**config.mk**
```make
export PLATFORM = sky130hd
export DESIGN_NAME = rational_arithmetic_unit
export DESIGN_NICKNAME = d
export VERILOG_FILES = /design/src/sv/rau_pkg.sv /design/src/sv/rau_div.sv /design/src/sv/rational_arithmetic_unit.sv
export VERILOG_INCLUDE_DIRS = /design/src /design/src/sv
export SDC_FILE = /design/constraint.sdc
export NUM_CORES = 2
export LEC_CHECK = 0
export BUFFER_PORTS_ARGS = -buffer_cell sky130_fd_sc_hd__buf_2
export CAP_MARGIN = 0
export CORE_MARGIN = 1.5
export CORE_UTILIZATION = 45
export CTS_CLUSTER_SIZE = 14
export DETAILED_ROUTE_END_ITERATION = 8
export PLACE_DENSITY = 0.66
export SYNTH_ARGS = -nofsm -noshare
export SYNTH_HDL_FRONTEND = slang
export SYNTH_HIERARCHICAL = 1
export SYNTH_SLANG_ARGS = --single-unit
```
**constraint.sdc**
```tcl
create_clock -name clk -period 9.5 [get_ports clk]
set_clock_uncertainty 0.05 [all_clocks]
set_input_delay 0.95 -clock clk [delete_from_list [all_inputs] [get_ports clk]]
set_output_delay 0.95 -clock clk [all_outputs]
set_load 0.1 [all_outputs]
```
**src/sv/rational_arithmetic_unit_defines.svh**
```systemverilog
// Assertion macros for the rational arithmetic unit.
// No dependencies.
`ifndef RATIONAL_ARITHMETIC_UNIT_DEFINES_SVH
`define RATIONAL_ARITHMETIC_UNIT_DEFINES_SVH
`ifndef SYNTHESIS
`define RAU_ASSERT_IMPL(label, clk, rst_n, prop, msg) \
    label: assert property (@(posedge clk) disable iff (!rst_n) prop) else $error(msg);
`define RAU_ASSERT_NEXT(label, clk, rst_n, a, b, msg) \
    label: assert property (@(posedge clk) disable iff (!rst_n) (a) |=> (b)) else $error(msg);
`else
`define RAU_ASSERT_IMPL(label, clk, rst_n, prop, msg)
`define RAU_ASSERT_NEXT(label, clk, rst_n, a, b, msg)
`endif
`endif

```
**src/sv/rau_pkg.sv**
```systemverilog
// Package for the rational arithmetic unit: widths and mode codes.
// No dependencies.
package rau_pkg;
    localparam int OperandWidth = 16;
    localparam int ProdWidth = 2 * OperandWidth;
    localparam int ValWidth = ProdWidth + 2;
    localparam int CntWidth = $clog2(ValWidth + 1);

    localparam logic [3:0] MODE_ADD = 4'd0;
    localparam logic [3:0] MODE_SUB = 4'd1;
    localparam logic [3:0] MODE_MUL = 4'd2;
    localparam logic [3:0] MODE_DIV = 4'd3;
    localparam logic [3:0] MODE_LT  = 4'd4;
    localparam logic [3:0] MODE_GT  = 4'd5;
    localparam logic [3:0] MODE_LE  = 4'd6;
    localparam logic [3:0] MODE_GE  = 4'd7;
    localparam logic [3:0] MODE_EQ  = 4'd8;
    localparam logic [3:0] MODE_NE  = 4'd9;

    typedef struct packed {
        logic start;
        logic done;
    } div_ctl_t;
endpackage

```
**src/sv/rau_div.sv**
```systemverilog
// Restoring divider, one quotient bit per cycle.
// Depends on rau_pkg.
module rau_div
(
    input  logic                           clk,
    input  logic                           rst_n,
    input  rau_pkg::div_ctl_t              ctl_in,
    input  logic [rau_pkg::ValWidth-1:0]   dividend,
    input  logic [rau_pkg::ValWidth-1:0]   divisor,
    output logic [rau_pkg::ValWidth-1:0]   quotient,
    output logic [rau_pkg::ValWidth-1:0]   remainder,
    output logic                           done
);
    logic [rau_pkg::ValWidth-1:0] q_reg, q_next, r_reg, r_next, d_reg, d_next;
    logic [rau_pkg::CntWidth-1:0] cnt_reg, cnt_next;
    logic                         run_reg, run_next, done_reg, done_next;
    logic [rau_pkg::ValWidth:0]   trial;

    always_comb
    begin
        q_next = q_reg;
        r_next = r_reg;
        d_next = d_reg;
        cnt_next = cnt_reg;
        run_next = run_reg;
        done_next = 1'b0;
        trial = {r_reg, q_reg[rau_pkg::ValWidth-1]} - {1'b0, d_reg};
        if (ctl_in.start)
        begin
            q_next = dividend;
            r_next = '0;
            d_next = divisor;
            cnt_next = rau_pkg::CntWidth'(rau_pkg::ValWidth);
            run_next = 1'b1;
        end
        else if (run_reg)
        begin
            // shift one dividend bit in, subtract when it fits
            if (!trial[rau_pkg::ValWidth])
            begin
                r_next = trial[rau_pkg::ValWidth-1:0];
                q_next = {q_reg[rau_pkg::ValWidth-2:0], 1'b1};
            end
            else
            begin
                r_next = {r_reg[rau_pkg::ValWidth-2:0], q_reg[rau_pkg::ValWidth-1]};
                q_next = {q_reg[rau_pkg::ValWidth-2:0], 1'b0};
            end
            cnt_next = cnt_reg - 1'b1;
            if (cnt_reg == rau_pkg::CntWidth'(1))
            begin
                run_next = 1'b0;
                done_next = 1'b1;
            end
        end
    end

    always_ff @(posedge clk or negedge rst_n)
    begin
        if (!rst_n)
        begin
            run_reg <= 1'b0;
            done_reg <= 1'b0;
            cnt_reg <= '0;
        end
        else
        begin
            run_reg <= run_next;
            done_reg <= done_next;
            cnt_reg <= cnt_next;
        end
    end

    always_ff @(posedge clk)
    begin
        q_reg <= q_next;
        r_reg <= r_next;
        d_reg <= d_next;
    end

    assign quotient = q_reg;
    assign remainder = r_reg;
    assign done = done_reg;
endmodule

```
**src/sv/rational_arithmetic_unit.sv**
```systemverilog
// Top level of the rational arithmetic unit: sequencer around one divider.
// Depends on rau_pkg, rau_div and rational_arithmetic_unit_defines.svh.
//
// An item is taken when start is high and busy is low. Compare modes, errors,
// unused modes and zero results pass from the product state through the form
// state straight to the output state. Arithmetic modes form the raw fraction
// with two products (cross products but in multiply mode), find the gcd by
// Euclid's algorithm on the shared restoring divider (each remainder step is a
// start, 34 quotient bits and a done; at most about 46 steps on 31-bit
// magnitudes), then divide numerator and denominator by the gcd on the same
// divider. Busy time is set by the number of remainder steps. The result shows
// for one cycle with valid high; the receiver cannot stall it, so take it then.
`include "rational_arithmetic_unit_defines.svh"
module rational_arithmetic_unit
(
    input  logic                                    clk,
    input  logic                                    rst_n,
    input  logic                                    start,
    output logic                                    busy,
    input  logic [3:0]                              mode,
    input  logic signed [rau_pkg::OperandWidth-1:0] a_num,
    input  logic [rau_pkg::OperandWidth-2:0]        a_den,
    input  logic signed [rau_pkg::OperandWidth-1:0] b_num,
    input  logic [rau_pkg::OperandWidth-2:0]        b_den,
    output logic                                    valid,
    output logic signed [31:0]                      res_num,
    output logic [30:0]                             res_den,
    output logic                                    cmp_true,
    output logic                                    error
);
    localparam int VW = rau_pkg::ValWidth;
    localparam logic [2:0] ST_IDLE = 3'd0;
    localparam logic [2:0] ST_PROD = 3'd1;
    localparam logic [2:0] ST_FORM = 3'd2;
    localparam logic [2:0] ST_GCD  = 3'd3;
    localparam logic [2:0] ST_DIVN = 3'd4;
    localparam logic [2:0] ST_DIVD = 3'd5;
    localparam logic [2:0] ST_OUT  = 3'd6;

    logic [2:0] state_reg, state_next;
    logic [3:0] mode_reg;
    logic signed [rau_pkg::OperandWidth-1:0] an_reg, bn_reg;
    logic signed [rau_pkg::OperandWidth:0]   ad_reg, bd_reg;
    logic signed [VW-1:0] lhs_reg, rhs_reg, dd_reg;
    logic [VW-1:0] un_reg, ud_reg, x_reg, y_reg, qn_reg;
    logic neg_reg, wait_reg;
    logic signed [VW-1:0] raw_n, raw_d;
    logic [VW-1:0] div_a, div_b, quo, rem;
    logic div_done;
    rau_pkg::div_ctl_t dctl;
    logic signed [31:0] rn_reg;
    logic [30:0] rd_reg;
    logic ct_reg, er_reg, valid_reg;
    logic bad_den;

    rau_div u_div
    (
        .clk      (clk),
        .rst_n    (rst_n),
        .ctl_in   (dctl),
        .dividend (div_a),
        .divisor  (div_b),
        .quotient (quo),
        .remainder(rem),
        .done     (div_done)
    );

    assign bad_den = (ad_reg == '0) || (bd_reg == '0);
    assign busy = (state_reg != ST_IDLE);

    // raw fraction before reduction
    always_comb
    begin
        raw_n = lhs_reg + rhs_reg;
        raw_d = dd_reg;
        case (mode_reg)
            rau_pkg::MODE_SUB: raw_n = lhs_reg - rhs_reg;
            rau_pkg::MODE_MUL: raw_n = lhs_reg;
            rau_pkg::MODE_DIV: raw_n = lhs_reg;
            default: raw_n = lhs_reg + rhs_reg;
        endcase
    end

    always_comb
    begin
        dctl.start = 1'b0;
        dctl.done = div_done;
        div_a = x_reg;
        div_b = y_reg;
        if (state_reg == ST_DIVN || state_reg == ST_DIVD)
        begin
            div_a = (state_reg == ST_DIVN) ? un_reg : ud_reg;
            div_b = x_reg;
        end
        if (wait_reg) dctl.start = 1'b1;
    end

    always_ff @(posedge clk or negedge rst_n)
    begin
        if (!rst_n)
        begin
            state_reg <= ST_IDLE;
            valid_reg <= 1'b0;
            wait_reg <= 1'b0;
        end
        else
        begin
            state_reg <= state_next;
            valid_reg <= (state_reg == ST_OUT);
            wait_reg <= 1'b0;
            if ((state_next == ST_GCD && (state_reg != ST_GCD || dctl.done))
                || (state_next == ST_DIVN && state_reg != ST_DIVN)
                || (state_next == ST_DIVD && state_reg != ST_DIVD))
                wait_reg <= 1'b1;
        end
    end

    always_comb
    begin
        state_next = state_reg;
        case (state_reg)
            ST_IDLE: if (start) state_next = ST_PROD;
            ST_PROD: state_next = ST_FORM;
            ST_FORM:
            begin
                if (mode_reg > rau_pkg::MODE_DIV || bad_den
                    || (mode_reg == rau_pkg::MODE_DIV && bn_reg == '0)
                    || raw_n == '0)
                    state_next = ST_OUT;
                else
                    state_next = ST_GCD;
            end
            ST_GCD:
                if (div_done && rem == '0) state_next = ST_DIVN;
            ST_DIVN: if (div_done) state_next = ST_DIVD;
            ST_DIVD: if (div_done) state_next = ST_OUT;
            ST_OUT: state_next = ST_IDLE;
            default: state_next = ST_IDLE;
        endcase
    end

    always_ff @(posedge clk)
    begin
        case (state_reg)
            ST_IDLE:
            begin
                mode_reg <= mode;
                an_reg <= a_num;
                bn_reg <= b_num;
                ad_reg <= {2'b00, a_den};
                bd_reg <= {2'b00, b_den};
            end
            ST_PROD:
            begin
                // one multiplier per operand pair, registered
                if (mode_reg == rau_pkg::MODE_MUL)
                    lhs_reg <= VW'(an_reg * bn_reg);
                else
                    lhs_reg <= VW'(an_reg * bd_reg);
                rhs_reg <= VW'(bn_reg * ad_reg);
                dd_reg <= (mode_reg == rau_pkg::MODE_DIV)
                    ? VW'(ad_reg * $signed({bn_reg[rau_pkg::OperandWidth-1], bn_reg}))
                    : VW'(ad_reg * bd_reg);
            end
            ST_FORM:
            begin
                neg_reg <= raw_n[VW-1] ^ raw_d[VW-1];
                un_reg <= raw_n[VW-1] ? -raw_n : raw_n;
                ud_reg <= raw_d[VW-1] ? -raw_d : raw_d;
                x_reg <= raw_n[VW-1] ? -raw_n : raw_n;
                y_reg <= raw_d[VW-1] ? -raw_d : raw_d;
                rn_reg <= '0;
                if (mode_reg <= rau_pkg::MODE_NE && bad_den)
                begin
                    er_reg <= 1'b1;
                    ct_reg <= 1'b0;
                    rd_reg <= '0;
                end
                else
                begin
                    er_reg <= (mode_reg == rau_pkg::MODE_DIV) && (bn_reg == '0);
                    case (mode_reg)
                        rau_pkg::MODE_LT: ct_reg <= (lhs_reg < rhs_reg);
                        rau_pkg::MODE_GT: ct_reg <= (lhs_reg > rhs_reg);
                        rau_pkg::MODE_LE: ct_reg <= (lhs_reg <= rhs_reg);
                        rau_pkg::MODE_GE: ct_reg <= (lhs_reg >= rhs_reg);
                        rau_pkg::MODE_EQ: ct_reg <= (lhs_reg == rhs_reg);
                        rau_pkg::MODE_NE: ct_reg <= (lhs_reg != rhs_reg);
                        default: ct_reg <= 1'b0;
                    endcase
                    // zero arithmetic result reads as 0/1
                    rd_reg <= (mode_reg <= rau_pkg::MODE_DIV && raw_n == '0
                               && !(mode_reg == rau_pkg::MODE_DIV && bn_reg == '0))
                              ? 31'd1 : 31'd0;
                end
            end
            ST_GCD:
                // Euclid step: advance (x, y) to (y, x mod y); on a zero remainder x takes y, the gcd
                if (div_done)
                begin
                    if (rem == '0)
                        x_reg <= y_reg;
                    else
                    begin
                        x_reg <= y_reg;
                        y_reg <= rem;
                    end
                end
            ST_DIVN: if (div_done) qn_reg <= quo;
            ST_DIVD:
                if (div_done)
                begin
                    rn_reg <= neg_reg ? -qn_reg[31:0] : qn_reg[31:0];
                    rd_reg <= quo[30:0];
                end
            default: ;
        endcase
    end

    assign valid = valid_reg;
    assign res_num = rn_reg;
    assign res_den = rd_reg;
    assign cmp_true = ct_reg;
    assign error = er_reg;

    `RAU_ASSERT_NEXT(a_out_idle, clk, rst_n, state_reg == ST_OUT, valid_reg && !busy, "result while still busy")
    `RAU_ASSERT_IMPL(a_err_clean, clk, rst_n, (valid_reg && er_reg) |-> (rn_reg == '0 && rd_reg == '0 && !ct_reg), "error with nonzero result")
    `RAU_ASSERT_IMPL(a_ct_arith, clk, rst_n, (valid_reg && mode_reg <= rau_pkg::MODE_DIV) |-> !ct_reg, "compare bit in arithmetic mode")
endmodule

```
# ---- Word level (Yosys, flattened, before mapping)
# Index checks and enable logic that the tools add are counted.
# W data, S select, Z words.
dict set report totals {
  regBits 517
  latchBits 0
  mem_bits_rw 0
  rom_bits 0
  input_bits 69
  memories 0
}
dict set report classes {
  n_addsub 7
  n_mul 4
  div 0
  order_cmp 7
  n_eq_ne 27
  shifts 0
  mux 41
  n_bitwise 1
  n_reduce_logical 32
}
# operator count
set ops {}
lappend ops {{$mux W34} 13}
lappend ops {{$pmux W34 S2} 3}
lappend ops {{$mul A16 B16 Y32} 3}
lappend ops {{$logic_not A34 Y1} 2}
lappend ops {{$neg A34 Y34} 2}
lappend ops {{$mux W32} 2}
lappend ops {{$pmux W32 S2} 1}
lappend ops {{$pmux W31 S2} 1}
lappend ops {{$sub A35 B34 Y35} 1}
lappend ops {{$add A34 B34 Y34} 1}
lappend ops {{$eq A34 B34 Y1} 1}
lappend ops {{$ge A34 B34 Y1} 1}
lappend ops {{$gt A34 B34 Y1} 1}
lappend ops {{$le A34 B34 Y1} 1}
lappend ops {{$logic_not A17 Y1} 2}
lappend ops {{$lt A34 B34 Y1} 1}
lappend ops {{$ne A34 B34 Y1} 1}
lappend ops {{$sub A34 B34 Y34} 1}
lappend ops {{$neg A32 Y32} 1}
lappend ops {{$mux W31} 1}
lappend ops {{$mul A15 B15 Y30} 1}
lappend ops {{$pmux W3 S6} 1}
lappend ops {{$eq A4 B3 Y1 const B} 4}
lappend ops {{$logic_not A16 Y1} 1}
lappend ops {{29 further kinds} 72}

# ---- Longest topological paths before layout
dict set report logic_depth {
  word_depth 12
  depth_mapped 27
  depth_no_buf 26
}

# ---- Hierarchy
# Netlist, hierarchy kept.
# module n_inst cells_each area_per_inst_um2 seq_area_each_um2
set modules_own_cells {}
lappend modules_own_cells {rational_arithmetic_unit 1 6019 56869.5 12016.5}
lappend modules_own_cells {rau_div 1 669 6671.4 2922.8}

# ---- Least setup slack after synthesis
# Ideal clock, no wire load.
dict set report synth_path {
  path_type {register -> register}
  startpoint {register state_reg[2]}
  endpoint {register state_reg[1]}
  setup_ns 0.105
  arrival_ns 8.269
  t_required_ns 9.345
  path_slack_ns 1.076
  path_stages_with_launch 4
  synth_period_minus_slack_ns 8.424
  cell_sequence {dfrtp_1 -> clkbuf_1 -> nor3b_1 -> or3b_2}
}
dict set report synth_between {
  elab_chain_cells 2
}
# element line_no
set synth_lines {}
lappend synth_lines {{from (decl)} rational_arithmetic_unit.sv:40} ;# logic [2:0] state_reg, state_next;
lappend synth_lines {{from (signal assigned)} rational_arithmetic_unit.sv:108} ;# state_reg <= state_next;
lappend synth_lines {{$eq A3 B3 Y1 (tied with other cells)} rational_arithmetic_unit.sv:121} ;# case (state_reg)
lappend synth_lines {{$pmux W3 S6 (*)} rational_arithmetic_unit.sv:121}
lappend synth_lines {{via state_next[1]} rational_arithmetic_unit.sv:40}
# The timed path passes the listed nets; every way through them passes the cells marked *.
# A chain may end at the register's enable or synchronous reset.

# ---- Worst setup path in the final report
dict set report layout_path {
  startpoint {register bd_reg[2] (netlist name)}
  endpoint {register lhs_reg[32] (data pin)}
}
dict set report layout_between {
  elab_chain_cells 2
}
# element line_no
set layout_lines {}
lappend layout_lines {{from (decl)} rational_arithmetic_unit.sv:43} ;# logic signed [rau_pkg::OperandWidth:0] ad_reg, bd_reg;
lappend layout_lines {{from (signal assigned)} rational_arithmetic_unit.sv:151} ;# bd_reg <= {2'b00, b_den};
lappend layout_lines {{$mul A16 B16 Y32} rational_arithmetic_unit.sv:159} ;# lhs_reg <= VW'(an_reg * bd_reg);
lappend layout_lines {{$mux W34} rational_arithmetic_unit.sv:156} ;# if (mode_reg == rau_pkg::MODE_MUL)
lappend layout_lines {{to (signal assigned)} rational_arithmetic_unit.sv:157} ;# lhs_reg <= VW'(an_reg * bn_reg);
lappend layout_lines {{to (signal assigned)} rational_arithmetic_unit.sv:159}
lappend layout_lines {{to (decl)} rational_arithmetic_unit.sv:44} ;# logic signed [VW-1:0] lhs_reg, rhs_reg, dd_reg;
# Every way passes these cells.

==> reports/qor.txt <==
Status = complete, no violations
Hold-fix buffers, CTS = 0
RR Endpoint = lhs_reg[32]
RSZ-0062 raised after global routing = no
Synth Flop Type = edfxtp_1
GRT Total Usage = 25.1%
Adder-cell share of the synthesized area = 36.5%
Simple-gate share of the synthesized area = 16.4%
DRC viols = 0
Clk slew on worst S/H paths = 0.07 ns
Post-DRT Antenna Nets = 0
Worst Tran Pin Value = 1.27 ns
Sum of negative setup slack = 0 ns
TritonCTS Buffers = 61
Die width = 379 um
Synth-to-Final Area Change = 7.15%
WS Path Type = flip-flop to flip-flop
Post-Syn Area = 63500 um2
Clock Tree Buf Depth = 3
Data arrival, critical path = 8.32 ns
Ys Warns = 6
Port Buffers = 135
Final instance area = 68100 um2
HPWL after DPL = 136000 um
Cell Rows = 137
Synth cell types = 118
DIE HEIGHT = 379 um
Max transition margin = 15.2%
H-tree Lvls = 2
Final setup viols = 0
Iteration-0 DRC Markers = 3356
Slew Limit Fails = 0
Post-CTS Setup Inserts = 0
Worst-Skew Late Latency = 0.72 ns
Clock period minus worst slack = 7.96 ns
Filler cells = 13100
Setup slack, reg-to-reg = 1.54 ns
Post-Route WL = 175000 um
Worst Hold Class = primary input to async pin
Hold Vio Cnt, Final = 0
Syn_area_per_cell = 9.50 um2
Routed WL per cell = 20.4 um
WP data required = 9.85 ns
Worst-case reg-to-reg path depth = 23
Register area share after synthesis = 23.5%
GRT overflow = 0
GP Congestion = 0.947
Vias in the first global route = 49200
Largest family of logic cells by synthesized area = adder cells
Post-synthesis xor/xnor area fraction = 3.32%
Post-DP Area = 66100 um2
Initial core utilization = 45.4%
Asr flop ratio synth = 2.54%
Post-synthesis compound-gate area fraction = 9.25%
Share of cells above drive strength 1 = 7.31%
First drt pass iteration count = 6
Vias = 47100
Worst Setup Start Kind = flip-flop
Number of enable flip-flop cells after synthesis = 464
I/O pins = 136
CORE AREA = 140000 um2
First-pass GRT wire length = 279000 um
Via density = 5.48
Die footprint = 143000 um2
Worst r2r src = bd_reg[2]
Crit share post-route = 83.8%
Area of the multi-input gates = 43100 um2
Cells after synthesis = 6688
Largest net degree at the start of global routing = 104
Mux cell area share after synthesis = 2.27%
Root Buffer Master = clkbuf_16
Post-layout nets = 8064
Clock Sinks = 511
Initial antenna violation count = 5
CTS tree = yes
MaxCap Viol Count = 0
Cts repair resizes = 0
FF+latch area = 14900 um2
Synth Register Bits = 511
Crit end category = flip-flop
F_max = 126 MHz
Crit-path max FO = 27
-- layout make-up --
class	count	area share [%]
clock inverter	32	0.513
antenna	1	0.00368
clock buffer	84	2.47
tap	1876	3.45
inverter	1129	6.23
multi-input combinational	4722	63.4
sequential	511	22.0
timing repair buffer	229	2.03
-- stage by stage --
| stage | worst slack, ns | utilization [%] | hold slack, ns | cells |
|---|---|---|---|---|
| final | 1.54 | 48.7 | 0.0962 | 8584 |
| after CTS | 1.57 | 48.7 | 0.0690 | 8583 |
| after detailed placement | 1.61 | 47.2 | 0.400 | 8467 |
| after global routing | 1.08 | 48.7 | 0.0965 | 8583 |
| after floorplan | 1.08 | - | 0.372 | 6690 |
| after global placement | 1.74 | 47.2 | 0.388 | 8467 |
-- logic make-up (layout without fill, tap and decap cells) --
family | count (synthesis) | in the layout
and+or+nand+nor | 2138 | 2138
DFF | 511 | 511
buffers and inverters | 1457 | 1474
other | 1 | 4
adders and majority gates | 1341 | 1341
AOI/OAI and AO/OA | 864 | 864
xor gates and xnor gates | 241 | 241
muxes | 135 | 135
-- synth_stat cells, drive strengths merged (14+ instances only) --
library cell / instances / area share (%)
a31oi: 29 / 0.33
o31ai: 48 / 0.58
a311oi: 16 / 0.25
o21ai: 209 / 1.7
a21o: 59 / 0.70
a221oi: 14 / 0.22
mux2: 73 / 1.3
mux2i: 62 / 0.98
and2: 449 / 4.4
xor2: 98 / 1.4
o21bai: 33 / 0.39
a211oi: 39 / 0.50
edfxtp: 464 / 22
nor2b: 33 / 0.34
nor4: 42 / 0.50
nand4: 35 / 0.38
nor3: 74 / 0.61
and3: 59 / 0.58
nand3: 61 / 0.49
xnor2: 143 / 2.0
fa: 858 / 27
ha: 483 / 9.5
a21oi: 211 / 1.7
nor2: 342 / 2.0
nand2b: 57 / 0.57
dfxtp: 34 / 1.1
nand2: 886 / 5.2
clkbuf: 294 / 1.7
o21a: 32 / 0.38
or4: 22 / 0.27
o211ai: 33 / 0.42
buf: 34 / 0.32
or3: 23 / 0.23
inv: 1127 / 6.7
-- placed cells by master (no fill, tap or decap), types with 55 or more instances in the layout --
cell type / netlist / routed
edfxtp_1: 464 / 464
nand3_1: 60 / 60
nor3_1: 72 / 70
o21ai_0: 191 / 189
clkbuf_16: 0 / 61
a21o_1: 59 / 59
buf_2: 20 / 135
mux2_2: 72 / 72
nand2b_1: 56 / 55
and3_1: 59 / 59
mux2i_1: 62 / 62
and2_1: 449 / 449
fa_1: 858 / 858
a21oi_1: 206 / 206
inv_1: 1126 / 1124
nor2_1: 340 / 339
xnor2_1: 143 / 143
xor2_1: 98 / 98
nand2_1: 886 / 885
ha_1: 483 / 483
buf_4: 2 / 94
-- per-layer routing --
layer / global-route usage [%] / up-vias / part of all wire (%)
met1: 32.6 / 23600 / 41
li1: - / 21600 / -
met3: 3.66 / 305 / 6.9
met5: 0 / - / 0
met4: 8.26 / 0 / 3.7
met2: 42.8 / 1570 / 48
-- worst max-delay path by stage --
stage	from	to	slack [ns]
2_1_floorplan	state_reg[2]	state_reg[1]	1.08
3_3_place_gp	bd_reg[2]	lhs_reg[32]	1.74
3_5_place_dp	bd_reg[2]	lhs_reg[32]	1.61
4_1_cts	bd_reg[2]	lhs_reg[32]	1.57
5_1_grt	bd_reg[2]	lhs_reg[32]	1.08
6_report	bd_reg[2]	lhs_reg[32]	1.54
-- worst max-delay path, stage by stage, from the launching register on --
cell,delay (ns)
edfxtp_1,1.14
nand2_1,0.20
fa_1,0.53
fa_1,0.52
fa_1,0.51
inv_1,0.05
fa_1,0.48
fa_1,0.49
inv_1,0.05
fa_1,0.47
inv_1,0.04
ha_1,0.22
nor4_1,0.38
o211ai_1,0.22
nand3_1,0.15
a31oi_1,0.22
o21ai_0,0.22
or4b_2,0.65
a41o_1,0.29
o41a_1,0.35
nand3_1,0.10
nand2_1,0.06
xnor2_1,0.16
mux2i_1,0.09
Power is not shown: default switching activity piles up to over one toggle a cycle in this logic, so the estimate is an artifact.
